## src/design/trie_signature_prefix_match_unit_macros.svh

```systemverilog
// assertion macros for the trie signature prefix match unit
// used by the top level only, no other dependencies
`ifndef TRIE_SIGNATURE_PREFIX_MATCH_UNIT_MACROS_SVH
`define TRIE_SIGNATURE_PREFIX_MATCH_UNIT_MACROS_SVH

// same-cycle implication, disabled during reset
`define TSPM_ASSERT_IMPLY(label, clk, rst_n, ante, cons, msg) \
	label: assert property (@(posedge clk) disable iff (!rst_n) (ante) |-> (cons)) \
		else $error(msg);

// next-cycle implication, disabled during reset
`define TSPM_ASSERT_NEXT(label, clk, rst_n, ante, cons, msg) \
	label: assert property (@(posedge clk) disable iff (!rst_n) (ante) |=> (cons)) \
		else $error(msg);

`endif

```

## src/design/tspm_pkg.sv

```systemverilog
// shared constants, status codes and controller/datapath command types
// for the trie signature prefix match unit; no dependencies
package tspm_pkg;

	localparam int NODE_COUNT = 256;
	localparam int CODE_BITS  = 16;
	localparam int FANOUT     = 256;

	localparam int NODE_BITS = (NODE_COUNT > 1) ? $clog2(NODE_COUNT) : 1;
	localparam int NF_BITS   = $clog2(NODE_COUNT + 1);
	localparam int CT_DEPTH  = NODE_COUNT * FANOUT;
	localparam int CT_AW     = NODE_BITS + 8;

	localparam logic [1:0] STATUS_NO_MATCH = 2'd0;
	localparam logic [1:0] STATUS_MATCH    = 2'd1;
	localparam logic [1:0] STATUS_INSERTED = 2'd2;
	localparam logic [1:0] STATUS_FULL     = 2'd3;

	localparam logic MODE_INSERT = 1'b0;
	localparam logic MODE_SEARCH = 1'b1;

	typedef struct packed {
		logic clear;
		logic accept;
		logic look;
		logic hit;
		logic finish;
	} dp_cmd_t;

	typedef struct packed {
		logic clear_end;
		logic walk_done;
		logic hit;
		logic last;
		logic out_free;
	} dp_stat_t;

endpackage

```

## src/design/tspm_ctrl.sv

```systemverilog
// controller state machine for the trie walk
// depends on tspm_pkg for the command and status structs
module tspm_ctrl
	import tspm_pkg::*;
(
	input  logic     clk,
	input  logic     arst_n,
	input  logic     in_valid,
	input  logic     last_byte,
	input  dp_stat_t stat,
	output dp_cmd_t  cmd,
	output logic     in_stall
);

	localparam logic [2:0] ST_CLEAR = 3'd0;
	localparam logic [2:0] ST_IDLE  = 3'd1;
	localparam logic [2:0] ST_LOOK  = 3'd2;
	localparam logic [2:0] ST_HIT   = 3'd3;
	localparam logic [2:0] ST_FIN   = 3'd4;

	logic [2:0] state_q;
	logic [2:0] state_d;

	always_ff @(posedge clk or negedge arst_n) begin
		if (!arst_n) begin
			state_q <= ST_CLEAR;
		end else begin
			state_q <= state_d;
		end
	end

	always_comb begin
		state_d = state_q;
		cmd     = '0;
		unique case (state_q)
			ST_CLEAR: begin
				cmd.clear = 1'b1;
				if (stat.clear_end) begin
					state_d = ST_IDLE;
				end
			end
			ST_IDLE: begin
				if (in_valid) begin
					cmd.accept = 1'b1;
					if (stat.walk_done) begin
						state_d = last_byte ? ST_FIN : ST_IDLE;
					end else begin
						state_d = ST_LOOK;
					end
				end
			end
			ST_LOOK: begin
				cmd.look = 1'b1;
				if (stat.hit) begin
					state_d = ST_HIT;
				end else begin
					state_d = stat.last ? ST_FIN : ST_IDLE;
				end
			end
			ST_HIT: begin
				cmd.hit = 1'b1;
				state_d = stat.last ? ST_FIN : ST_IDLE;
			end
			ST_FIN: begin
				if (stat.out_free) begin
					cmd.finish = 1'b1;
					state_d    = ST_IDLE;
				end
			end
			default: begin
				state_d = ST_CLEAR;
			end
		endcase
	end

	assign in_stall = (state_q != ST_IDLE);

endmodule

```

## config.mk

```make
export PLATFORM = sky130hd
export DESIGN_NAME = tspm_ctrl
export DESIGN_NICKNAME = d
export VERILOG_FILES = /design/src/design/trie_signature_prefix_match_unit_macros.svh /design/src/design/tspm_pkg.sv /design/src/design/tspm_ctrl.sv
export SDC_FILE = /design/constraint.sdc
export NUM_CORES = 1
export LEC_CHECK = 0
export BUFFER_PORTS_ARGS = -buffer_cell sky130_fd_sc_hd__buf_2
export CORE_AREA = 2 2 39 41
export DETAILED_ROUTE_END_ITERATION = 10
export DIE_AREA = 0 0 41 43
export GPL_TIMING_DRIVEN = 0
export PLACE_DENSITY = 0.57
export SLEW_MARGIN = 30
export SYNTH_ARGS = -nofsm -noshare
export SYNTH_HDL_FRONTEND = slang
export SYNTH_SLANG_ARGS = --single-unit
```

## constraint.sdc

```tcl
create_clock -name clk -period 1.3 [get_ports clk]
set_clock_uncertainty 0.2 [all_clocks]
set_input_delay 0.13 -clock clk [delete_from_list [all_inputs] [get_ports clk]]
set_output_delay 0.13 -clock clk [all_outputs]
set_load 0.01 [all_outputs]
```

==> impl_results.md, run 1 <==
- Outcome: complete, but fails checks
- Violated checks: negative setup slack
- Final setup margin: -367.6 ps
- Met2 WL post-DR: about 510 um
- Synth Warn #: 0
- Distinct cells, synth: 24
- Leak: roughly 0.00028 uW
- Worst r2r dst: state_q[2]$_DFFE_PN0P_
- First-pass GRT wire length: approximately 1400 um
- Tightest Pin Transition: around 190 ps
- Die span in x: 41 um
- Final setup fails: 9
- Top post-synthesis cells by area: dfrtp_1 24%, nand2b_1 8.0%, buf_6 7.2%
- Fin area: 558.0 sq um
- Crit Path Max Fanout: 3
- Final count of hold timing violations: 0
- Clk root buf: clkbuf_4
- Setup CP Type: reg -> out
- Most frequent cell after synthesis: nand2b_1
- Mapped Area: 312.8 sq um
- Total of max-cap violations: 0
- Critical Path End Type: output pin
- CTS buffer count: 3
- Tcrit/Tclk final: 128.3%
- Clock Tree Buf Depth: 2
- First DRT Iteration DRCs: 3
- Critical-path cell list: buf_6 -> or3b_4 -> nor2_2 -> buf_2
- Die area: about 0.0018 sq mm
- Register bit total from synthesis: 3
- Worst hold path type: in -> reg
- Vias in the first global route: 337
- Gr usage total: roughly an eighth
- Die Height: roughly 43 um
- Startpoint type of the worst setup path: register
- DR vias/cell: approximately 4.5
- Routed WL per cell: about 12 um
- # IOs: 15
- Core Area: 0.001384 sq mm
- Worst Path Required: 970 ps
- Syn nets: 44
- # diodes: 0
- CTS tree: built
- Largest Register: state_q
- Layout cells sized above 1: approximately three fifths
- Routability cong.: between 0.7 and 0.8
- Ys flop type: dfrtp_1
- WL met1: about 370 um
- Commonest cells post-synth: 4 x nand2b_1, 3 x dfrtp_1, 3 x inv_1
- GRT overflow: 0
- Clk pin slew, worst setup/hold paths: 40 ps
- Worst r2r src: state_q[1]$_DFFE_PN0P_
- Dpl hpwl: around 600 um
- Max_slew headroom: between 80% and 90%
- Layout fillers: between 100 and 150
- Yosys top cell area share: a little under a quarter
- Clock Latency Late Sink: roughly 230 ps
- TritonRoute pass-1 iters: 2
- DRC viols: 0
- H-Tree Depth: 1
- Cells after Synth: 35
- # rows: 14
- Post-route ant nets: 0
- Detailed-route via count: 351
- Pin count of the biggest net entering global routing: 11
- Syn-to-layout area delta: 78.40%
- Biggest regs: state_q: 3 flops
- Dpl cell area: a little over 400 sq um
- Max FFs per register: 3
- Nets@finish: roughly 70
- Fin Setup TNS: -2281 ps
- Max Clk Rate: roughly 600 MHz
- CTS sink count: 3
- RSZ-0062 raised after global routing: yes
- Sequential-to-total area share from yosys stat: between 20% and 30%
- Port bufs: 14
- Crit path capture: cmd[3]
- Initial Util: between 20 and 25%
- Met3 wire length: 36 um
- Peak VDD IR: between 0.8 and 0.9 mV
- R2R depth: 6
- CP max-delay cell: or3b_4
- Post-synth EDFFs: 0
- Arr. time, crit path: 1340 ps
- Power Density: 2210 mW/mm^2
- Max Slew Vio Count: 0
- Syn Area/Cell: ~8.9 sq um
- Tmin final: 1668 ps
- Cell taking the most area after synthesis: dfrtp_1
- CP peak stage delay: 400 ps
- Initial antenna violation count: 0
- Top Layer Used: met3
- Post-Route WL: between 900 and 1000 um
- Crit path launch: state_q[1]$_DFFE_PN0P_
- Post-synthesis async set-or-reset flop share: between 90% and 100%
- R2R setup slack: -200 ps
==> per-stage QoR <==
step	worst slack (ps)	cells	util [%]	power [uW]	hold WS [ps]
final	-367.6	78	40.33	1233	32.71
after global routing	-436.9	78	40.33	1328	50.84
after CTS	-396.7	77	39.15	1207	2.457
after detailed placement	-187.8	65	29.29	826.9	-265.9
after global placement	-176.3	65	29.29	819.1	-274.4
after floorplan	-157.2	35	-	669.5	-365.6
==> cells by family after synthesis <==
family                 Yosys count  synth area share (%)
and+or+nand+nor                 18                 42.00
AOI/OAI and AO/OA                8                 21.60
buffers and inverters            6                 12.40
DFF                              3                 24.00
==> per-layer routing <==
metal  global-route usage (%)  vias up
met1                    13.50      163
met5                        0        -
li1                         -      179
met2                    21.25        9
met4                    6.000        0
met3                    1.571        0
==> where the power goes <==
part	leakage (uW)	internal (uW)	switching, uW
registers	0.0000391	134	30.0
clock network	0.0000150	115	45.6
logic	0.000227	519	390
==> layout make-up <==
cell class / instances / area (sq um) / share of cell area [%]
Multi-Input combinational cell: 26 / 235.2 / 42.15
Timing Repair Buffer: 23 / 156.4 / 28.03
Sequential cell: 3 / 75.07 / 13.45
Buffer: 3 / 33.78 / 6.054
Clock buffer: 4 / 26.28 / 4.709
Tap cell: 16 / 20.02 / 3.587
Inverter: 3 / 11.26 / 2.018
==> critical path: cells and delay by family (launching register included) <==
family / cells / cell delay (ps)
flops: 1 / 380
simple gates: 2 / 480
buf+inv: 2 / 250
==> layout by cell type (no fill, tap or decap) <==
master and count:
buf_2 14, buf_6 6, inv_1 3, nand2b_1 3, clkbuf_4 3, dlygate4sd3_1 3, buf_4 3, dfrtp_1 3
and2_1 2, nor3_2 2, nand2b_4 2, a32oi_2 2, and2b_2 1, or3b_4 1, nand4bb_1 1, nor2_2 1
and4bb_2 1, o21ai_0 1, or2b_1 1, a21o_2 1, a21oi_1 1, o221a_4 1, nor2_1 1, nand2_1 1
o22ai_1 1, nor3b_1 1, a31oi_1 1, clkbuf_1 1
==> repair_timing <==
| action | in CTS | in global routing |
|---|---|---|
| endpoints found under the setup margin | 9 | 9 |
| buffers inserted | 6 | 0 |
| gates resized for setup | 8 | 2 |
| hold buffers | 2 | 1 |
| pin swaps | 7 | 5 |
| hold endpoints to repair | 4 | 1 |
==> worst min path at each step <==
| stage | from | to | slack [ps] | cells past startpoint |
|---|---|---|---|---|
| final | in_valid | state_q[0]$_DFFE_PN0P_ | 30 | 4 |
| after global routing | stat[1] | state_q[2]$_DFFE_PN0P_ | 50 | 3 |
| after CTS | last_byte | state_q[2]$_DFFE_PN0P_ | 2 | 3 |
| after detailed placement | arst_n | state_q[2]$_DFFE_PN0P_ | -270 | 1 |
| after global placement | arst_n | state_q[1]$_DFFE_PN0P_ | -270 | 1 |
| after floorplan | arst_n | state_q[0]$_DFFE_PN0P_ | -370 | 0 |
No activity file was read; power rests on OpenSTA's default activity.
==> run 2, diff against run 1 <==
ABC_AREA = 1   (was unset)
PLACE_DENSITY = 0.53   (was 0.57)
==> run 2 against run 1 <==
- highest routed layer unchanged
- design area fell by 4.9%
- the flow still finishes with violations (negative setup slack)
- routed wire length down 6.9%
- via count up 3.7%
- total power grew 15%
- sequential cell count did not move
- clock power rose by 2%
- synthesized cell count up 29%
- non-clock buffer count decreased by 2
- global-route usage down 0.064 points
- first-iteration DRC count grew 67%
==> impl_results.md, run 2 <==
- Syn-to-layout area delta: 99.06%
- Peak VDD IR: 1.105 mV (+36%)
- Violated checks: negative setup slack
- Clk root buf: clkbuf_4
- Most frequent cell after synthesis: nor2_1
- Port bufs: 14 (unchanged)
- Die Height: 43 um (unchanged)
- Distinct cells, synth: 13 (-46%)
- Outcome: complete, but fails checks
- # IOs: 15 (unchanged)
- GRT overflow: 0 (unchanged)
- Critical Path End Type: output pin
- Clock Tree Buf Depth: 2 (unchanged)
- CTS tree: built
- Ys flop type: dfrtp_1
- Biggest regs: state_q: 3 flops
- Commonest cells post-synth: 11 x nor2_1, 7 x inv_1, 7 x nand2_1, 4 x nand3_1
- Max Slew Vio Count: 0 (unchanged)
- Buf+Inv Stages, Crit Path: 2 (unchanged)
- Arr. time, crit path: 1130 ps (-210 ps)
- Largest Register: state_q
- Worst Path Required: 970 ps (about the same)
- Die area: 0.001763 sq mm (unchanged)
- Critical-path cell list: inv_2 -> nor2_4 -> nand2_2 -> nor2_1 -> buf_2
- Startpoint type of the worst setup path: register
- First-pass GRT wire length: 1469 um (+3.4%)
- Post-Route WL: 856 um (-6.9%)
- CTS buffer count: 3 (unchanged)
- Tightest Pin Transition: 205.3 ps (+13.72 ps)
- Dpl cell area: 356.6 sq um (-12%)
- Fin area: 530.5 sq um (-4.9%)
- Final setup fails: 9 (unchanged)
- Core Area: 0.001384 sq mm (unchanged)
- Commonest non-fill, non-tap cells in the layout: 13 x buf_2, 9 x nor2_1, 7 x buf_4
- Syn nets: 54 (+23%)
- Final setup margin: -162.2 ps (+205.4 ps)
- Crit path max-delay family: flip-flops
- CTS sink count: 3 (unchanged)
- Die span in x: 41 um (unchanged)
- RSZ-0062 raised after global routing: yes
- Final count of hold timing violations: 0 (unchanged)
- Post-Synth Adder-Cell Area: 0% (unchanged)
- Tcrit/Tclk final: 112.5% (-16 points)
- Initial Util: 19.26% (-3.3 points)
- Yosys top cell area share: 28.17% (+4.2 points)
- Post-synth EDFFs: 0 (unchanged)
- Largest family of logic cells by synthesized area: simple AND/OR/NAND/NOR gates
- Compound-Gate Fraction of Synth Area: 5.164% (-16 points)
- Layout fillers: 143 (-4.0%)
- Cell taking the most area after synthesis: dfrtp_1
- Synth Warn #: 0 (unchanged)
- Dpl hpwl: 558.9 um (-6.3%)
- Initial antenna violation count: 0 (unchanged)
- Mapped Area: 266.5 sq um (-15%)
- Mux cell area share after synthesis: 0% (unchanged)
- Syn Area/Cell: 5.922 sq um (-34%)
- Total of max-cap violations: 0 (unchanged)
- Routability cong.: 0.7495 (+4.5%)
- PnR Total Power: 1415 uW (+15%)
- Post-synthesis async set-or-reset flop share: 100.0% (unchanged)
- Max FFs per register: 3 (unchanged)
- Vias in the first global route: 369 (+9.5%)
- Post-route ant nets: 0 (unchanged)
- Worst hold path type: in -> reg
- Commonest non-fill, non-tap cell in the layout: buf_2
- TritonRoute pass-1 iters: 4 (+2)
- CP peak stage delay: 420 ps (+20 ps)
- Leak: 0.0002844 uW (+1.0%)
- Max_slew headroom: 86.24% (-0.99 points)
- Cells after Synth: 45 (+29%)
- Tmin final: 1462 ps (-205.4 ps)
- Layout cells sized above 1: 60.27% (-1.0 points)
- DRC viols: 0 (unchanged)
- First DRT Iteration DRCs: 5 (+2)
- CP max-delay cell: dfrtp_1
- # diodes: 0 (unchanged)
- Gr usage total: 12.19% (-0.064 points)
- Clock Latency Late Sink: 230 ps (about the same)
- Clk pin slew, worst setup/hold paths: 40 ps (about the same)
- Setup CP Type: reg -> out
- Detailed-route via count: 364 (+3.7%)
- Crit Path Max Fanout: 3 (unchanged)
- Nets@finish: 83 (+15%)
- Register bit total from synthesis: 3 (unchanged)
- Pin count of the biggest net entering global routing: 5 (-6)
- Routed WL per cell: 9.618 um (-18%)
- Max Clk Rate: 683.9 MHz (+14%)
- Simple-Gate Fraction of Synth Area: 55.40% (+13 points)
- DR vias/cell: 4.090 (-9.1%)
- Sequential-to-total area share from yosys stat: 28.17% (+4.2 points)
- Top post-synthesis cells by area: dfrtp_1 28%, nor2_1 15%, inv_1 9.9%
- H-Tree Depth: 1 (unchanged)
- # rows: 14 (unchanged)
- Post-Synth XOR/XNOR Area: 0% (unchanged)
- Power Density: 2668 mW/mm^2 (+21%)
[run 2: changes by cell type after synthesis, sizes merged, moves of 2 or more]
cell,before,now
a32oi,2,0
and2,2,0
buf,3,0
inv,3,8
nand2,1,9
nand2b,5,0
nand3,0,4
nor2,2,14
[run 2: report_power, final]
group / internal (uW) / total (uW) / switching, uW
Sequential: 148 / 236 / 87.4
Clock: 115 / 165 / 49.9
Combinational: 500 / 1010 / 514
Total: 764 / 1420 / 652
[run 2: routing by layer]
metal,vias to the layer above,GRT usage [%],wire (um)
met3,0,1.571,27
met1,162,15.58,343
met2,6,18.13,485
li1,196,-,-
met4,0,8.000,0
met5,-,0,0
[run 2: area by class of cell]
class | instances | area, sq um | area share, %
timing repair buffer | 24 | 161.4 | 30.42
multi-input combinational | 34 | 212.7 | 40.09
tap | 16 | 20.02 | 3.774
sequential | 3 | 77.57 | 14.62
clock buffer | 4 | 26.28 | 4.953
inverter | 8 | 32.53 | 6.132
[run 2: final timing paths]
check                                        from                     end  slack (ps)  cells after the start
setup / recovery           state_q[0]$_DFFE_PN0P_                  cmd[3]        -160                      5
hold / removal                            stat[0]  state_q[2]$_DFFE_PN0P_           4                      4
setup reg to reg           state_q[0]$_DFFE_PN0P_  state_q[0]$_DFFE_PN0P_         -80                      8
hold reg to reg            state_q[1]$_DFFE_PN0P_  state_q[0]$_DFFE_PN0P_         450                      3
max in group asynchronous                  arst_n  state_q[2]$_DFFE_PN0P_         760                      2
min in group asynchronous                  arst_n  state_q[0]$_DFFE_PN0P_          20                      2
[run 2: kinds of logic after synthesis]
logic type | count (synthesis)
simple gates | 32
flops | 3
buf+inv | 8
compound gates | 2
[run 2: worst reg2reg max path, cell delays in order (launching register included)]
cell and delay (ps):
dfrtp_1 420, inv_2 80, nor2_4 100, nand2_2 80, buf_4 140, nor2_2 90
nor2_1 50, nand2_1 60, nand2_1 40
[run 2: timing repair]
action | CTS | global route
hold buffers | 1 | 0
pin swaps | 7 | 6
resized for setup | 8 | 12
endpoints found under the hold margin | 3 | 0
setup buffers | 7 | 2
setup endpoints to repair | 7 | 9
cloned | 0 | 0
[run 2: through the flow]
stage                     TNS, ps  hold WS, ps  utilization, %  setup slack (ps)  cells
after floorplan                 0       -365.6               -             77.03     45
after global placement     -18.94       -272.4           25.77            -18.94     75
after detailed placement   -24.66       -270.9           25.77            -24.66     75
after CTS                  -657.6        3.775           34.00            -139.7     87
after global routing        -1321        15.12           38.34            -197.1     89
final                      -796.5        3.535           38.34            -162.2     89
==> run 3, diff against run 2 <==
SETUP_SLACK_MARGIN = 0.4   (was unset)
TNS_END_PERCENT = 1   (was unset)
==> run 3 against run 2 <==
- the run still ends with negative setup slack left
- hold slack improved by 14 ps
- sequential cell count did not move
- maximum frequency rose by 3.6%
- combinational power fell by 20%
- sequential power fell by 5%
- routed wire length fell by 19%
- critical path depth did not move
- sequential share of layout area rose by 2.0 points
- register-to-register slack improved by 50 ps
- clock power fell by 4%
- design area fell by 12%
- die area did not move
- largest power group unchanged
==> impl_results.md, run 3 (same netlist as run 2, synthesis figures left out) <==
- # rows: 14 (unchanged)
- Fin Setup TNS: -533.1 ps (+263.3 ps)
- Final count of hold timing violations: 0 (unchanged)
- # IOs: 15 (unchanged)
- Clock Latency Late Sink: 230 ps (about the same)
- Crit path max-delay family: flip-flops
- Syn-to-layout area delta: 74.65%
- DRC viols: 0 (unchanged)
- Violated checks: negative setup slack
- Post-Route WL: 691 um (-19%)
- Gr usage total: 8.862% (-3.3 points)
- First-pass GRT wire length: 1124 um (-23%)
- CTS tree: built
- CTS sink count: 3 (unchanged)
- Die Height: 43 um (unchanged)
- Core Area: 0.001384 sq mm (unchanged)
- Commonest non-fill, non-tap cells in the layout: 14 x buf_2, 11 x nor2_1, 6 x nand2_1
- Final core occ: 33.63% (-4.7 points)
- Max Clk Rate: 708.4 MHz (+3.6%)
- Biggest regs: state_q: 3 flops
- Max FFs per register: 3 (unchanged)
- Tightest Pin Transition: 171.9 ps (-33.41 ps)
- Crit Path Max Fanout: 3 (unchanged)
- Critical-path cell list: inv_2 -> nor2_4 -> nand2_2 -> nor2_1 -> buf_2
- Routability cong.: 0.7284 (-2.8%)
- GRT overflow: 0 (unchanged)
- CTS buffer count: 3 (unchanged)
- Worst Path Required: 970 ps (about the same)
- RSZ-0062 raised after global routing: yes
- Crit path capture: cmd[3]
- Buf+Inv Stages, Crit Path: 2 (unchanged)
- Dpl hpwl: 530.6 um (-5.1%)
- Leak: 0.0002560 uW (-10%)
- Setup CP Type: reg -> out
- Vias in the first global route: 307 (-17%)
- H-Tree Depth: 1 (unchanged)
- Detailed-route via count: 343 (-5.8%)
- Nets@finish: 79 (-4.8%)
- Layout cells sized above 1: 52.17% (-8.1 points)
- Critical Path End Type: output pin
- Worst r2r src: state_q[1]$_DFFE_PN0P_
- Max_slew headroom: 88.48% (+2.2 points)
- R2R depth: 5 (-3)
- Commonest non-fill, non-tap cell in the layout: buf_2
- # diodes: 0 (unchanged)
- Clk pin slew, worst setup/hold paths: 40 ps (about the same)
- R2R setup slack: -30 ps (+50 ps)
- Post-route ant nets: 0 (unchanged)
- CP max-delay cell: dfrtp_1
- First DRT Iteration DRCs: 5 (unchanged)
- Max Slew Vio Count: 0 (unchanged)
- Power Density: 2560 mW/mm^2 (-4.0%)
- Tmin final: 1412 ps (-50.51 ps)
- Total of max-cap violations: 0 (unchanged)
- Peak VDD IR: 0.7815 mV (-29%)
- Arr. time, crit path: 1080 ps (-50 ps)
- Die area: 0.001763 sq mm (unchanged)
- Port bufs: 14 (unchanged)
- Initial antenna violation count: 0 (unchanged)
- Tcrit/Tclk final: 108.6% (-3.9 points)
- Outcome: complete, but fails checks
- CP Depth: 5 (unchanged)
- TritonRoute pass-1 iters: 4 (unchanged)
- Startpoint type of the worst setup path: register
- Initial Util: 19.26% (unchanged)
- Clk root buf: clkbuf_4
- Routed WL per cell: 8.129 um (-15%)
- Largest Register: state_q
- Pin count of the biggest net entering global routing: 6 (+1)
- Clock Tree Buf Depth: 2 (unchanged)
- DR vias/cell: 4.035 (-1.3%)
- Crit path launch: state_q[0]$_DFFE_PN0P_
- Final setup margin: -111.7 ps (+50.51 ps)
- CP peak stage delay: 410 ps (about the same)
- Worst r2r dst: state_q[2]$_DFFE_PN0P_
- Final setup fails: 9 (unchanged)
- Die span in x: 41 um (unchanged)
- Worst hold path type: in -> async
## run 3: cell types whose count changed in the layout (fill, tap and decap cells not counted), sizes merged
cell / before / now
buf: 23 / 19
## run 3: through the flow
step / setup slack (ps) / cells / power, uW / hold slack [ps] / cell area (sq um)
global placement: 7.303 / 75 / 781.7 / -273.2 / 361.6
floorplan: 99.39 / 45 / 617.8 / -365.6 / 271.5
global route: -166.7 / 85 / 1309 / 37.87 / 465.4
CTS: -134.3 / 85 / 1174 / 8.094 / 452.9
finish: -111.7 / 85 / 1192 / 17.65 / 465.4
detailed placement: 12.15 / 75 / 782.7 / -271.8 / 361.6
## run 3: worst min path at each step
stage	startpoint	endpoint	slack, ps	depth (start not counted)
finish	arst_n	state_q[0]$_DFFE_PN0P_	20	2
detailed placement	arst_n	state_q[2]$_DFFE_PN0P_	-270	1
global placement	arst_n	state_q[2]$_DFFE_PN0P_	-270	1
floorplan	arst_n	state_q[0]$_DFFE_PN0P_	-370	0
global route	arst_n	state_q[2]$_DFFE_PN0P_	40	2
CTS	in_valid	state_q[0]$_DFFE_PN0P_	8	4
## run 3: metal layers
metal  up-vias  track usage [%]  wire length [um]
met5         -                0                 0
met4         0            4.000                 0
met3         0                0                31
met2         7            13.75               344
met1       148            12.34               315
li1        188                -                 -
## run 3: timing repair
| item | 4_1_cts | 5_1_grt |
|---|---|---|
| setup buffers | 5 | 0 |
| cloned | 0 | 0 |
| hold endpoints to repair | 3 | 0 |
| gates resized for setup | 7 | 3 |
| pin swaps | 3 | 1 |
| setup endpoints to repair | 9 | 9 |
| hold buffers | 1 | 0 |
## run 3: area by class of cell
type	count	area (sq um)
fill	154	918.4
inverter	8	30.03
sequential	3	77.57
multi-input combinational	34	193.9
clock buffer	4	26.28
timing repair buffer	20	117.6
tap	16	20.02
## run 3: power breakdown
part           internal [uW]  switching (uW)
logic                    374             435
registers                148            76.4
clock network            115            43.8
